## src/hw/rtl/life_grid_engine_defines.svh

```systemverilog
// assertion macros for the life grid engine
// LGE_ASSERT checks that a property holds, LGE_NEVER that a condition never holds
`ifndef LIFE_GRID_ENGINE_DEFINES_SVH
`define LIFE_GRID_ENGINE_DEFINES_SVH

`ifndef SYNTHESIS
`define LGE_ASSERT(label, clk, rst_n, prop) \
    label: assert property (@(posedge clk) disable iff (!rst_n) prop) \
        else $error("life grid engine check failed");
`define LGE_NEVER(label, clk, rst_n, cond) \
    label: assert property (@(posedge clk) disable iff (!rst_n) !(cond)) \
        else $error("life grid engine forbidden condition");
`else
`define LGE_ASSERT(label, clk, rst_n, prop)
`define LGE_NEVER(label, clk, rst_n, cond)
`endif

`endif

```

## src/hw/rtl/lge_pkg.sv

```systemverilog
`timescale 1ns / 1ps

package lge_pkg;

    // grid size defaults
    localparam int ROWS_DEFAULT = 32;
    localparam int COLS_DEFAULT = 32;

    // fixed field widths
    localparam int CELL_ROW_W = 5;
    localparam int CELL_COL_W = 5;

    // life rule neighbor counts
    localparam logic [3:0] SURVIVE_CNT = 4'd2;
    localparam logic [3:0] BIRTH_CNT   = 4'd3;

    typedef enum logic [1:0] {
        OP_STEP   = 2'd0,
        OP_TOGGLE = 2'd1,
        OP_CLEAR  = 2'd2,
        OP_READ   = 2'd3
    } opcode_t;

    typedef enum logic [2:0] {
        S_IDLE,
        S_TGL_RD,
        S_TGL_WR,
        S_CLEAR,
        S_STEP,
        S_FETCH,
        S_EMIT
    } state_t;

    // controller to datapath commands
    typedef struct packed {
        logic latch;
        logic clear_all;
        logic rd_cell;
        logic tgl_wr;
        logic step_init;
        logic step_run;
        logic emit;
    } cmd_t;

    // datapath to controller status
    typedef struct packed {
        logic step_done;
    } status_t;

endpackage

```

## src/hw/rtl/lge_ram.sv

```systemverilog
`timescale 1ns / 1ps

module lge_ram #(
    parameter int WIDTH = 32,
    parameter int DEPTH = 32
) (
    input  logic                     clk,
    input  logic                     wr_en,
    input  logic [$clog2(DEPTH)-1:0] wr_addr,
    input  logic [WIDTH-1:0]         wr_data,
    input  logic                     rd_en,
    input  logic [$clog2(DEPTH)-1:0] rd_addr,
    output logic [WIDTH-1:0]         rd_data
);

    logic [WIDTH-1:0] mem [DEPTH];
    logic [WIDTH-1:0] rd_data_reg;

    // write port
    always_ff @(posedge clk)
    begin
        if (wr_en)
        begin
            mem[wr_addr] <= wr_data;
        end
    end

    // registered read port
    always_ff @(posedge clk)
    begin
        if (rd_en)
        begin
            rd_data_reg <= mem[rd_addr];
        end
    end

    assign rd_data = rd_data_reg;

endmodule

```

## src/hw/rtl/lge_ctrl.sv

```systemverilog
`timescale 1ns / 1ps
`include "life_grid_engine_defines.svh"

module lge_ctrl (
    input  logic             clk,
    input  logic             rst_n,
    input  logic             start,
    input  logic [1:0]       opcode,
    input  lge_pkg::status_t status,
    output lge_pkg::cmd_t    cmd,
    output logic             busy
);

    lge_pkg::state_t state_reg;
    lge_pkg::state_t state_next;

    // state register
    always_ff @(posedge clk or negedge rst_n)
    begin
        if (!rst_n)
        begin
            state_reg <= lge_pkg::S_IDLE;
        end
        else
        begin
            state_reg <= state_next;
        end
    end

    // next state and commands
    always_comb
    begin
        state_next = state_reg;
        cmd        = '0;
        case (state_reg)
            lge_pkg::S_IDLE:
            begin
                if (start)
                begin
                    cmd.latch = 1'b1;
                    case (lge_pkg::opcode_t'(opcode))
                        lge_pkg::OP_STEP:
                        begin
                            cmd.step_init = 1'b1;
                            state_next    = lge_pkg::S_STEP;
                        end
                        lge_pkg::OP_TOGGLE: state_next = lge_pkg::S_TGL_RD;
                        lge_pkg::OP_CLEAR:  state_next = lge_pkg::S_CLEAR;
                        lge_pkg::OP_READ:   state_next = lge_pkg::S_FETCH;
                        default:            state_next = lge_pkg::S_FETCH;
                    endcase
                end
            end
            lge_pkg::S_TGL_RD:
            begin
                cmd.rd_cell = 1'b1;
                state_next  = lge_pkg::S_TGL_WR;
            end
            lge_pkg::S_TGL_WR:
            begin
                cmd.tgl_wr = 1'b1;
                state_next = lge_pkg::S_FETCH;
            end
            lge_pkg::S_CLEAR:
            begin
                cmd.clear_all = 1'b1;
                state_next    = lge_pkg::S_FETCH;
            end
            lge_pkg::S_STEP:
            begin
                cmd.step_run = 1'b1;
                if (status.step_done)
                begin
                    state_next = lge_pkg::S_FETCH;
                end
            end
            lge_pkg::S_FETCH:
            begin
                cmd.rd_cell = 1'b1;
                state_next  = lge_pkg::S_EMIT;
            end
            lge_pkg::S_EMIT:
            begin
                cmd.emit   = 1'b1;
                state_next = lge_pkg::S_IDLE;
            end
            default:
            begin
                state_next = lge_pkg::S_IDLE;
            end
        endcase
    end

    assign busy = (state_reg != lge_pkg::S_IDLE);

    // checks
    `LGE_ASSERT(a_accept_goes_busy, clk, rst_n, start && !busy |=> busy)
    `LGE_ASSERT(a_emit_then_idle, clk, rst_n, cmd.emit |=> !busy)
    `LGE_ASSERT(a_toggle_order, clk, rst_n, state_reg == lge_pkg::S_TGL_WR |-> $past(state_reg) == lge_pkg::S_TGL_RD)

endmodule

```

## src/hw/rtl/lge_datapath.sv

```systemverilog
`timescale 1ns / 1ps
`include "life_grid_engine_defines.svh"

module lge_datapath #(
    parameter int ROWS = lge_pkg::ROWS_DEFAULT,
    parameter int COLS = lge_pkg::COLS_DEFAULT
) (
    input  logic                            clk,
    input  logic                            rst_n,
    input  logic [lge_pkg::CELL_ROW_W-1:0]  cell_row,
    input  logic [lge_pkg::CELL_COL_W-1:0]  cell_col,
    input  lge_pkg::cmd_t                   cmd,
    output lge_pkg::status_t                status,
    output logic                            done,
    output logic                            cell_value
);

    localparam int RW  = $clog2(ROWS);
    localparam int CW  = $clog2(COLS);
    localparam int SCW = $clog2(ROWS + 3);
    localparam int REW = RW + lge_pkg::CELL_ROW_W;
    localparam int CEW = CW + lge_pkg::CELL_COL_W;

    // latched item
    logic [RW-1:0]  row_reg;
    logic [CW-1:0]  col_reg;
    logic           in_range_reg;
    logic [REW-1:0] row_ext;
    logic [CEW-1:0] col_ext;
    logic           in_range_next;

    // row window and step counter
    logic [COLS-1:0] prev_reg;
    logic [COLS-1:0] cur_reg;
    logic [COLS-1:0] nxt_reg;
    logic [SCW-1:0]  step_cnt_reg;
    logic [SCW-1:0]  step_wr_cnt;
    logic            step_rd;
    logic            step_load;
    logic            step_wr;

    // grid storage
    logic [ROWS-1:0] valid_reg;
    logic            rd_valid_reg;
    logic            rd_en;
    logic [RW-1:0]   rd_addr;
    logic [COLS-1:0] rd_data;
    logic [COLS-1:0] row_q;
    logic            tgl_en;
    logic            wr_en;
    logic [RW-1:0]   wr_addr;
    logic [COLS-1:0] wr_data;

    // next generation
    logic [COLS+1:0] pad_prev;
    logic [COLS+1:0] pad_cur;
    logic [COLS+1:0] pad_nxt;
    logic [COLS-1:0] gen_row;
    logic [3:0]      nbr_cnt;

    // result
    logic done_reg;
    logic cell_value_reg;
    logic cell_value_next;

    // address decode of the incoming item
    assign row_ext       = {{RW{1'b0}}, cell_row};
    assign col_ext       = {{CW{1'b0}}, cell_col};
    assign in_range_next = (32'(cell_row) < 32'(ROWS)) && (32'(cell_col) < 32'(COLS));

    always_ff @(posedge clk)
    begin
        if (cmd.latch)
        begin
            row_reg      <= row_ext[RW-1:0];
            col_reg      <= col_ext[CW-1:0];
            in_range_reg <= in_range_next;
        end
    end

    // step sequencing: read row t, shift in row t-1, write new row t-3
    assign step_rd     = cmd.step_run && (step_cnt_reg < SCW'(ROWS));
    assign step_load   = cmd.step_run && (step_cnt_reg != '0) && (step_cnt_reg <= SCW'(ROWS));
    assign step_wr     = cmd.step_run && (step_cnt_reg >= SCW'(3));
    assign step_wr_cnt = step_cnt_reg - SCW'(3);
    assign status.step_done = (step_cnt_reg == SCW'(ROWS + 2));

    always_ff @(posedge clk or negedge rst_n)
    begin
        if (!rst_n)
        begin
            step_cnt_reg <= '0;
        end
        else if (cmd.step_init)
        begin
            step_cnt_reg <= '0;
        end
        else if (cmd.step_run)
        begin
            step_cnt_reg <= step_cnt_reg + SCW'(1);
        end
    end

    always_ff @(posedge clk)
    begin
        if (cmd.step_init)
        begin
            prev_reg <= '0;
            cur_reg  <= '0;
            nxt_reg  <= '0;
        end
        else if (cmd.step_run)
        begin
            prev_reg <= cur_reg;
            cur_reg  <= nxt_reg;
            nxt_reg  <= step_load ? row_q : '0;
        end
    end

    // neighbor count and life rule per column, dead beyond the edges
    always_comb
    begin
        pad_prev = {1'b0, prev_reg, 1'b0};
        pad_cur  = {1'b0, cur_reg, 1'b0};
        pad_nxt  = {1'b0, nxt_reg, 1'b0};
        nbr_cnt  = '0;
        gen_row  = '0;
        for (int c = 0; c < COLS; c++)
        begin
            nbr_cnt = 4'(pad_prev[c]) + 4'(pad_prev[c+1]) + 4'(pad_prev[c+2])
                    + 4'(pad_cur[c]) + 4'(pad_cur[c+2])
                    + 4'(pad_nxt[c]) + 4'(pad_nxt[c+1]) + 4'(pad_nxt[c+2]);
            if (cur_reg[c])
            begin
                gen_row[c] = (nbr_cnt == lge_pkg::SURVIVE_CNT) ||
                             (nbr_cnt == lge_pkg::BIRTH_CNT);
            end
            else
            begin
                gen_row[c] = (nbr_cnt == lge_pkg::BIRTH_CNT);
            end
        end
    end

    // memory port muxing
    assign row_q   = rd_valid_reg ? rd_data : '0;
    assign tgl_en  = cmd.tgl_wr && in_range_reg;
    assign rd_en   = step_rd || (cmd.rd_cell && in_range_reg);
    assign rd_addr = step_rd ? step_cnt_reg[RW-1:0] : row_reg;
    assign wr_en   = step_wr || tgl_en;
    assign wr_addr = step_wr ? step_wr_cnt[RW-1:0] : row_reg;
    assign wr_data = step_wr ? gen_row : (row_q ^ (COLS'(1) << col_reg));

    lge_ram #(
        .WIDTH (COLS),
        .DEPTH (ROWS)
    ) u_grid_ram (
        .clk     (clk),
        .wr_en   (wr_en),
        .wr_addr (wr_addr),
        .wr_data (wr_data),
        .rd_en   (rd_en),
        .rd_addr (rd_addr),
        .rd_data (rd_data)
    );

    // row valid bits, a row never written reads as dead
    always_ff @(posedge clk or negedge rst_n)
    begin
        if (!rst_n)
        begin
            valid_reg    <= '0;
            rd_valid_reg <= 1'b0;
        end
        else
        begin
            if (cmd.clear_all)
            begin
                valid_reg <= '0;
            end
            else if (wr_en)
            begin
                valid_reg[wr_addr] <= 1'b1;
            end
            if (rd_en)
            begin
                rd_valid_reg <= valid_reg[rd_addr];
            end
        end
    end

    // result register
    assign cell_value_next = in_range_reg ? row_q[col_reg] : 1'b0;

    always_ff @(posedge clk or negedge rst_n)
    begin
        if (!rst_n)
        begin
            done_reg       <= 1'b0;
            cell_value_reg <= 1'b0;
        end
        else
        begin
            done_reg <= cmd.emit;
            if (cmd.emit)
            begin
                cell_value_reg <= cell_value_next;
            end
        end
    end

    assign done       = done_reg;
    assign cell_value = cell_value_reg;

    // checks
    `LGE_ASSERT(a_step_no_rw_clash, clk, rst_n, step_wr && rd_en |-> wr_addr != rd_addr)
    `LGE_NEVER(a_clear_no_write, clk, rst_n, cmd.clear_all && wr_en)

endmodule

```

## src/hw/rtl/life_grid_engine.sv

```systemverilog
`timescale 1ns / 1ps
`include "life_grid_engine_defines.svh"
// life grid engine: one item at a time, busy stays high until its result is out
// step: states STEP, FETCH, EMIT from accept to done (one row read and one row written per cycle)
// toggle: states TGL_RD, TGL_WR, FETCH, EMIT; clear: CLEAR, FETCH, EMIT; read: FETCH, EMIT before done
// the next item is taken in the cycle done is shown, the receiver cannot stall
// reset (rst_n, async, active low) clears all row valid bits, so the grid reads all dead

module life_grid_engine #(
    parameter int ROWS = lge_pkg::ROWS_DEFAULT,
    parameter int COLS = lge_pkg::COLS_DEFAULT
) (
    input  logic                           clk,
    input  logic                           rst_n,
    input  logic                           start,
    output logic                           busy,
    input  logic [1:0]                     opcode,
    input  logic [lge_pkg::CELL_ROW_W-1:0] cell_row,
    input  logic [lge_pkg::CELL_COL_W-1:0] cell_col,
    output logic                           done,
    output logic                           cell_value
);

    lge_pkg::cmd_t    cmd;
    lge_pkg::status_t status;

    // sequencing
    lge_ctrl u_ctrl (
        .clk    (clk),
        .rst_n  (rst_n),
        .start  (start),
        .opcode (opcode),
        .status (status),
        .cmd    (cmd),
        .busy   (busy)
    );

    // grid storage and life rule
    lge_datapath #(
        .ROWS (ROWS),
        .COLS (COLS)
    ) u_datapath (
        .clk        (clk),
        .rst_n      (rst_n),
        .cell_row   (cell_row),
        .cell_col   (cell_col),
        .cmd        (cmd),
        .status     (status),
        .done       (done),
        .cell_value (cell_value)
    );

    // checks
    `LGE_ASSERT(a_done_after_busy, clk, rst_n, done |-> $past(busy))

endmodule
```

## config.mk

```make
export PLATFORM = sky130hd
export DESIGN_NAME = life_grid_engine
export DESIGN_NICKNAME = d
export VERILOG_FILES = /design/src/hw/rtl/lge_pkg.sv /design/src/hw/rtl/lge_ram.sv /design/src/hw/rtl/lge_ctrl.sv /design/src/hw/rtl/lge_datapath.sv /design/src/hw/rtl/life_grid_engine.sv
export VERILOG_INCLUDE_DIRS = /design/src /design/src/hw/rtl
export SDC_FILE = /design/constraint.sdc
export NUM_CORES = 2
export LEC_CHECK = 0
export BUFFER_PORTS_ARGS = -buffer_cell sky130_fd_sc_hd__clkbuf_2
export CAP_MARGIN = 20
export CORE_MARGIN = 2
export CORE_UTILIZATION = 25
export DETAILED_ROUTE_END_ITERATION = 8
export HOLD_SLACK_MARGIN = 0.03
export PLACE_DENSITY = 0.38
export SETUP_SLACK_MARGIN = 0.4
export SKIP_LAST_GASP = 1
export SLEW_MARGIN = 40
export SYNTH_ARGS = -nofsm -noshare
export SYNTH_HDL_FRONTEND = slang
export SYNTH_SLANG_ARGS = --single-unit
```

## constraint.sdc

```tcl
create_clock -name clk -period 9.2 [get_ports clk]
set_input_delay 0.92 -clock clk [delete_from_list [all_inputs] [get_ports clk]]
set_output_delay 0.92 -clock clk [all_outputs]
set_load 0.1 [all_outputs]
```

# Word level (Yosys, flattened, before mapping)
# Memory sizes are Yosys's and may differ from the RTL's. A register that Yosys moved wholly into a read port is not among the register bits.
# Cells that the tools add are included.
[totals]
register_bits = 150
ram_bits = 1024
inputBits = 15
out_inout_bits = 3
word_cells = 428
n_memories = 1
[memory_table]
columns = ["name", "depth", "word_bits", "read_ports", "rd_ports_with_merged_regs", "wr", "line", "rtl"]
rows = [
  ["u_datapath.u_grid_ram.mem", 32, 32, 1, 1, 1, "lge_ram.sv:16", "logic [WIDTH-1:0] mem [DEPTH];"],
]
[op_classes]
add_sub_neg = 219
n_lt_le_gt_ge = 7
n_eq_ne = 76
n_shift = 1
mux = 63
bitwise_logic = 2
n_reduce_logical = 48
[op_table]
columns = ["op", "n"]
rows = [
  ["$add A4 B1 Y4", 186],
  ["$eq A4 B2 Y1 const B", 64],
  ["$mux W32", 5],
  ["$add A1 B1 Y2", 31],
  ["$mux W1", 47],
  ["$logic_or A1 B1 Y1", 34],
  ["$or A32 B32 Y32", 1],
  ["$shl A1 B5 Y32 const A", 1],
  ["$xor A32 B32 Y32", 1],
  ["$lt A5 B6 Y1 const B", 3],
  ["$pmux W3 S5", 1],
  ["$mux W6", 2],
  ["$pmux W3 S4", 1],
  ["$bmux W1 S5", 2],
  ["$mux W5", 2],
  ["$eq A3 B3 Y1 const B", 3],
  ["$add A6 B1 Y6 const B", 1],
  ["$eq A3 B2 Y1 const B", 2],
  ["$eq A6 B6 Y1 const B", 1],
  ["$ge A6 B2 Y1 const B", 1],
  ["$le A6 B6 Y1 const B", 1],
  ["$lt A6 B6 Y1 const B", 1],
  ["$mux W3", 2],
  ["$reduce_bool A6 Y1", 1],
  ["14 further kinds", 22],
]

# Longest topological paths before layout
[logic_depth]
depth_word = 11
mapped_depth = 12
depth_no_buf = 12

# Cells and area by module
# Synthesis repeated with hierarchy kept, for this count alone.
[hier_totals]
cells_unflattened = 3557
area_unflattened_um2 = 53117.2
[by_module_without_submodules]
columns = ["mod", "n_inst", "cells_per_inst", "area_per_inst_um2"]
rows = [
  ["lge_ram", 1, 2260, 40812.9],
  ["lge_datapath", 1, 1271, 12071.6],
  ["lge_ctrl", 1, 26, 232.7],
]

# Worst setup path after synthesis
# Ideal clock, no wire load.
[synth_timing]
kind = "reg-to-reg"
from = "register u_datapath.prev_reg[17]"
to = "memory u_datapath.u_grid_ram.mem[0][18] (data pin)"
setup_ps = 564
arrival_time_ps = 4460
path_slack_ps = 4177
path_stages_with_launch = 12
n_path_buf = 0
period_less_slack_ps = 5023
cell_sequence = "dfxtp_1 -> ha_1 -> inv_1 -> fa_1 -> fa_1 -> inv_1 -> fa_1 -> inv_1 -> fa_1 -> a2111oi_0 -> a21oi_1 -> o41ai_1"
[synth_between]
elab_chain_len = 11
elab_cells_between_ends = 12
[synth_rtl]
columns = ["item", "line", "rtl"]
rows = [
  ["from (decl)", "lge_datapath.sv:33", "logic [COLS-1:0] prev_reg;"],
  ["from (signal assigned)", "lge_datapath.sv:114", "prev_reg <= cur_reg;"],
  ["$add A1 B1 Y2 (*)", "lge_datapath.sv:130", "nbr_cnt = 4'(pad_prev[c]) + 4'(pad_prev[c+1]) + 4'(pad_prev[c+2])"],
  ["$add A4 B1 Y4 (*)", "lge_datapath.sv:130", ""],
  ["$add A4 B1 Y4 (*) (2 in a row)", "lge_datapath.sv:131", "+ 4'(pad_cur[c]) + 4'(pad_cur[c+2])"],
  ["$add A4 B1 Y4 (*) (3 in a row)", "lge_datapath.sv:132", "+ 4'(pad_nxt[c]) + 4'(pad_nxt[c+1]) + 4'(pad_nxt[c+2]);"],
  ["$eq A4 B2 Y1, on equally long branches", "lge_datapath.sv:135, lge_datapath.sv:136, lge_datapath.sv:140", ""],
  ["$logic_or A1 B1 Y1", "lge_datapath.sv:135", "gen_row[c] = (nbr_cnt == lge_pkg::SURVIVE_CNT) ||"],
  ["$mux W1 (*)", "lge_datapath.sv:133", "if (cur_reg[c])"],
  ["$mux W32 (*)", "lge_datapath.sv:152", "assign wr_data = step_wr ? gen_row : (row_q ^ (COLS'(1) << col_reg));"],
  ["named net u_datapath.u_grid_ram.wr_data[18]", "lge_ram.sv:10", "input logic [WIDTH-1:0] wr_data,"],
  ["to (decl)", "lge_ram.sv:16", ""],
]
# Mark *: on every way through the listed nets, which the timed path passes. The rest lies on a longest branch.

# Worst setup path in the final report
[layout_timing]
from = "register u_ctrl.state_reg[0]"
to = "register u_datapath.u_grid_ram.rd_data_reg[27] (netlist: u_datapath.u_grid_ram.rd_data[27]) (read register of u_datapath.u_grid_ram.mem) (data pin)"
[layout_between]
elab_chain_len = 4
elab_cells_between_ends = 9
[layout_rtl]
columns = ["item", "line", "rtl"]
rows = [
  ["from (decl)", "lge_ctrl.sv:14", "lge_pkg::state_t state_reg;"],
  ["from (signal assigned)", "lge_ctrl.sv:22", "state_reg <= lge_pkg::S_IDLE;"],
  ["from (signal assigned)", "lge_ctrl.sv:26", "state_reg <= state_next;"],
  ["$eq A3 B3 Y1 / $eq A3 B1 Y1 (equally long branches)", "lge_ctrl.sv:35", "case (state_reg)"],
  ["$mux W1 / $reduce_or A2 Y1 (equally long branches)", "-", ""],
  ["$logic_and A1 B1 Y1 / $mux W1 (equally long branches)", "lge_datapath.sv:82, lge_ctrl.sv:35", ""],
  ["$mux W5 / $logic_or A1 B1 Y1 (equally long branches)", "lge_datapath.sv:149, lge_datapath.sv:148", ""],
  ["to (decl)", "lge_ram.sv:17", "logic [WIDTH-1:0] rd_data_reg;"],
]
# Parallel ways exist; a longest one is shown, timed or not.
# A chain may end at the register's enable or synchronous reset.

==> flow_metrics.env <==
export IMPL_synth_most_common_cell="edfxtp_1"
export IMPL_grt_pass1_vias=33700
export IMPL_ant_nets=0
export IMPL_tightest_slew_ns=0.856
export IMPL_wl_um=173000
export IMPL_avgSynthCellArea_um2=12.5
export IMPL_finalSetupViolCount=0
export IMPL_register_area_um2=35000
export IMPL_viasPerCell=4.67
export IMPL_status="finished, final reports clean"
export IMPL_rsz0062_at_grt="no"
export IMPL_skew_ns=0.0331
export IMPL_antenna_found_initial=11
export IMPL_yosysWarnings=0
export IMPL_reg2regPathDepth=9
export IMPL_gp_congestion=0.754
export IMPL_multiInputGateArea_um2=16500
export IMPL_ioPinCount=18
export IMPL_firstDrtPassIters=5
export IMPL_synth_seq_cells=1206
export IMPL_die_area_um2=216000
export IMPL_cts_max_level=4
export IMPL_critPathLaunchType="register"
export IMPL_post_cts_resized=0
export IMPL_synth_distinct_cells=61
export IMPL_postPlaceCellArea_um2=57500
export IMPL_final_core_util_pct=29.3
export IMPL_required_ns=9.74
export IMPL_syn_area_um2=53200
export IMPL_worst_setup_path_type="reg -> reg"
export IMPL_slew_viol_final=0
export IMPL_cts_sinks=1206
export IMPL_drt_initial_drc_count=2649
export IMPL_critPathArrivalTime_ns=4.99
export IMPL_largest_register="u_datapath.u_grid_ram.mem"
export IMPL_path_cells="or4b_1 -> mux2i_4 -> nor2_4 -> buf_4 -> buf_4 -> nand3_1 -> a31oi_1 -> nor4_1 -> buf_4"
export IMPL_crit_fanout=45
export IMPL_synthTopCellsByCount="edfxtp_1 (1,066), nand2_1 (980), inv_1 (316)"
export IMPL_hpwl_um=94600
export IMPL_hold_viol=0
export IMPL_fin_tns_setup_ns=0
export IMPL_clk_pin_slew_worst_paths_ns=0.05
export IMPL_async_reset_ff_share_pct=3.65
export IMPL_synth_top_area_cell="edfxtp_1"
export IMPL_synth_top_area_share_pct=60.2
export IMPL_port_buffers=17
export IMPL_vias=33700
export IMPL_start_util_pct=25.1
export IMPL_hold_path_class="in -> async"
export IMPL_cts_hold_buf=0
export IMPL_synth_area_top_cells="edfxtp_1 (60%), nand2_1 (6.9%), fa_1 (4.7%), dfxtp_1 (3.6%), nand3_1 (2.5%)"
export IMPL_layout_nets=4528
export IMPL_regToRegSetupSlack_ns=4.75
export IMPL_rows=169
export IMPL_max_stage_delay_ns=0.83
export IMPL_cts_root_buf="clkbuf_16"
export IMPL_grt_max_degree=100
export IMPL_finalCritPeriodShare_pct=48.4
export IMPL_clk_latency_ns=0.80
export IMPL_fill_cells=21500
export IMPL_ys_seq_area_share_pct=65.9
export IMPL_cts_tree="built"
export IMPL_overflow=0
export IMPL_post_cts_setup_buffers=0
export IMPL_dieWidth_um=465
export IMPL_area_growth_pct=16.5
export IMPL_yosys_most_used_dff="edfxtp_1"
export IMPL_cp_common_cell="buf_4"
export IMPL_cts_buffers=145
export IMPL_clockBufferDepth=3
export IMPL_wl_per_cell_um=24.0
export IMPL_fp_dieH_um=465
export IMPL_grt_total_usage_pct=15.9
export IMPL_syn_nets=4483
export IMPL_end_kind="register"
export IMPL_largest_reg_flops=1024
export IMPL_worstReg2RegEnd="u_datapath.u_grid_ram.rd_data[27]"
export IMPL_grt_pass1_wl_um=251000
export IMPL_synthCells=4245
export IMPL_fin_area_um2=62000
export IMPL_coreArea_um2=212000
export IMPL_synth_edf_count=1066
export IMPL_slew_headroom_pct=42.9
export IMPL_fin_crit_ns=4.45
export IMPL_max_cap_violations=0
export IMPL_r2r_start="u_ctrl.state_reg[0]"
export IMPL_cp_slowest_cell="or4b_1"
export IMPL_fmax_ghz=0.225
export IMPL_drc=0
export IMPL_layout_drive_gt1_share_pct=10.1
==> final cells by class <==
cell class | count | share of cell area, %
flip-flops and latches | 1206 | 56.5
diodes | 4 | 0.0162
clock buffers | 200 | 6.27
inverters | 316 | 1.91
repair buffers | 138 | 2.08
clock inverters | 58 | 0.889
multi-input cells | 2483 | 26.6
well taps | 2821 | 5.70
==> how the worst max path moves through the flow <==
stage | startpoint | endpoint | slack (ns) | cells after the start
final | u_ctrl.state_reg[0] | u_datapath.u_grid_ram.rd_data[27] | 4.75 | 9
after CTS | u_ctrl.state_reg[1] | u_datapath.u_grid_ram.rd_data[24] | 4.45 | 8
after global placement | u_datapath.step_cnt_reg[0] | u_datapath.u_grid_ram.mem[0][24] | 4.60 | 7
after floorplan | u_datapath.prev_reg[17] | u_datapath.u_grid_ram.mem[0][18] | 4.18 | 11
after detailed placement | u_ctrl.state_reg[1] | u_datapath.u_grid_ram.rd_data[24] | 4.50 | 8
after global routing | u_ctrl.state_reg[0] | u_datapath.u_grid_ram.rd_data[7] | 4.52 | 8
==> worst max-delay path, delay by kind of cell (launching register included) <==
family          cells  cell delay (ns)
flops               1             0.63
compound gates      1             0.26
mux                 1             0.33
buf+inv             3             1.32
simple gates        4             1.60
==> logic make-up (layout without fill, tap and decap cells) <==
| kind of cell | Yosys count | count (layout) | share of synthesized area (%) |
|---|---|---|---|
| xor gates and xnor gates | 36 | 36 | 0.593 |
| muxes | 156 | 156 | 3.33 |
| other | 0 | 4 | 0 |
| adders and majority gates | 223 | 223 | 7.00 |
| DFF | 1206 | 1206 | 65.9 |
| and+or+nand+nor | 1545 | 1545 | 12.3 |
| buffers and inverters | 556 | 712 | 4.24 |
| AOI/OAI and AO/OA | 523 | 523 | 6.65 |
==> per-layer routing <==
layer	vias to the layer above	routed length [um]	global-route usage (%)
met3	197	6290	2.00
li1	15300	-	-
met4	0	3250	3.84
met5	-	0	0
met2	678	80700	25.6
met1	17500	83000	22.6
==> cells in the final DEF, fill, tap and decap left out, types with 11 or more instances in the layout <==
master / count
edfxtp_1: 1066
nand2_1: 978
inv_1: 316
nand3_1: 269
clkbuf_16: 145
a31oi_1: 136
a21oi_1: 133
mux2i_1: 131
a32oi_1: 128
nor2_1: 127
fa_1: 124
ha_1: 99
dfxtp_1: 96
buf_4: 80
clkbuf_1: 50
dfrtp_1: 44
nor2_4: 37
a22oi_1: 34
or4_1: 33
nor4_1: 27
a2111oi_0: 25
o21ai_2: 24
buf_6: 24
clkinv_1: 23
nor3_1: 21
xor2_1: 20
clkbuf_2: 17
xnor2_1: 16
mux4_2: 14
clkinv_2: 13
nor2b_1: 11
==> through the flow <==
stage               setup WS [ns]  hold slack [ns]  cells
detailed placement           4.50            0.458   6961
finish                       4.75            0.226   7226
floorplan                    4.18            0.441   4245
global placement             4.60            0.458   6951
CTS                          4.45            0.187   7219
global route                 4.52            0.242   7223
Power is left out: the tool's default activity adds up to more than one toggle a clock period on the data nets, which glitch-free logic cannot reach.
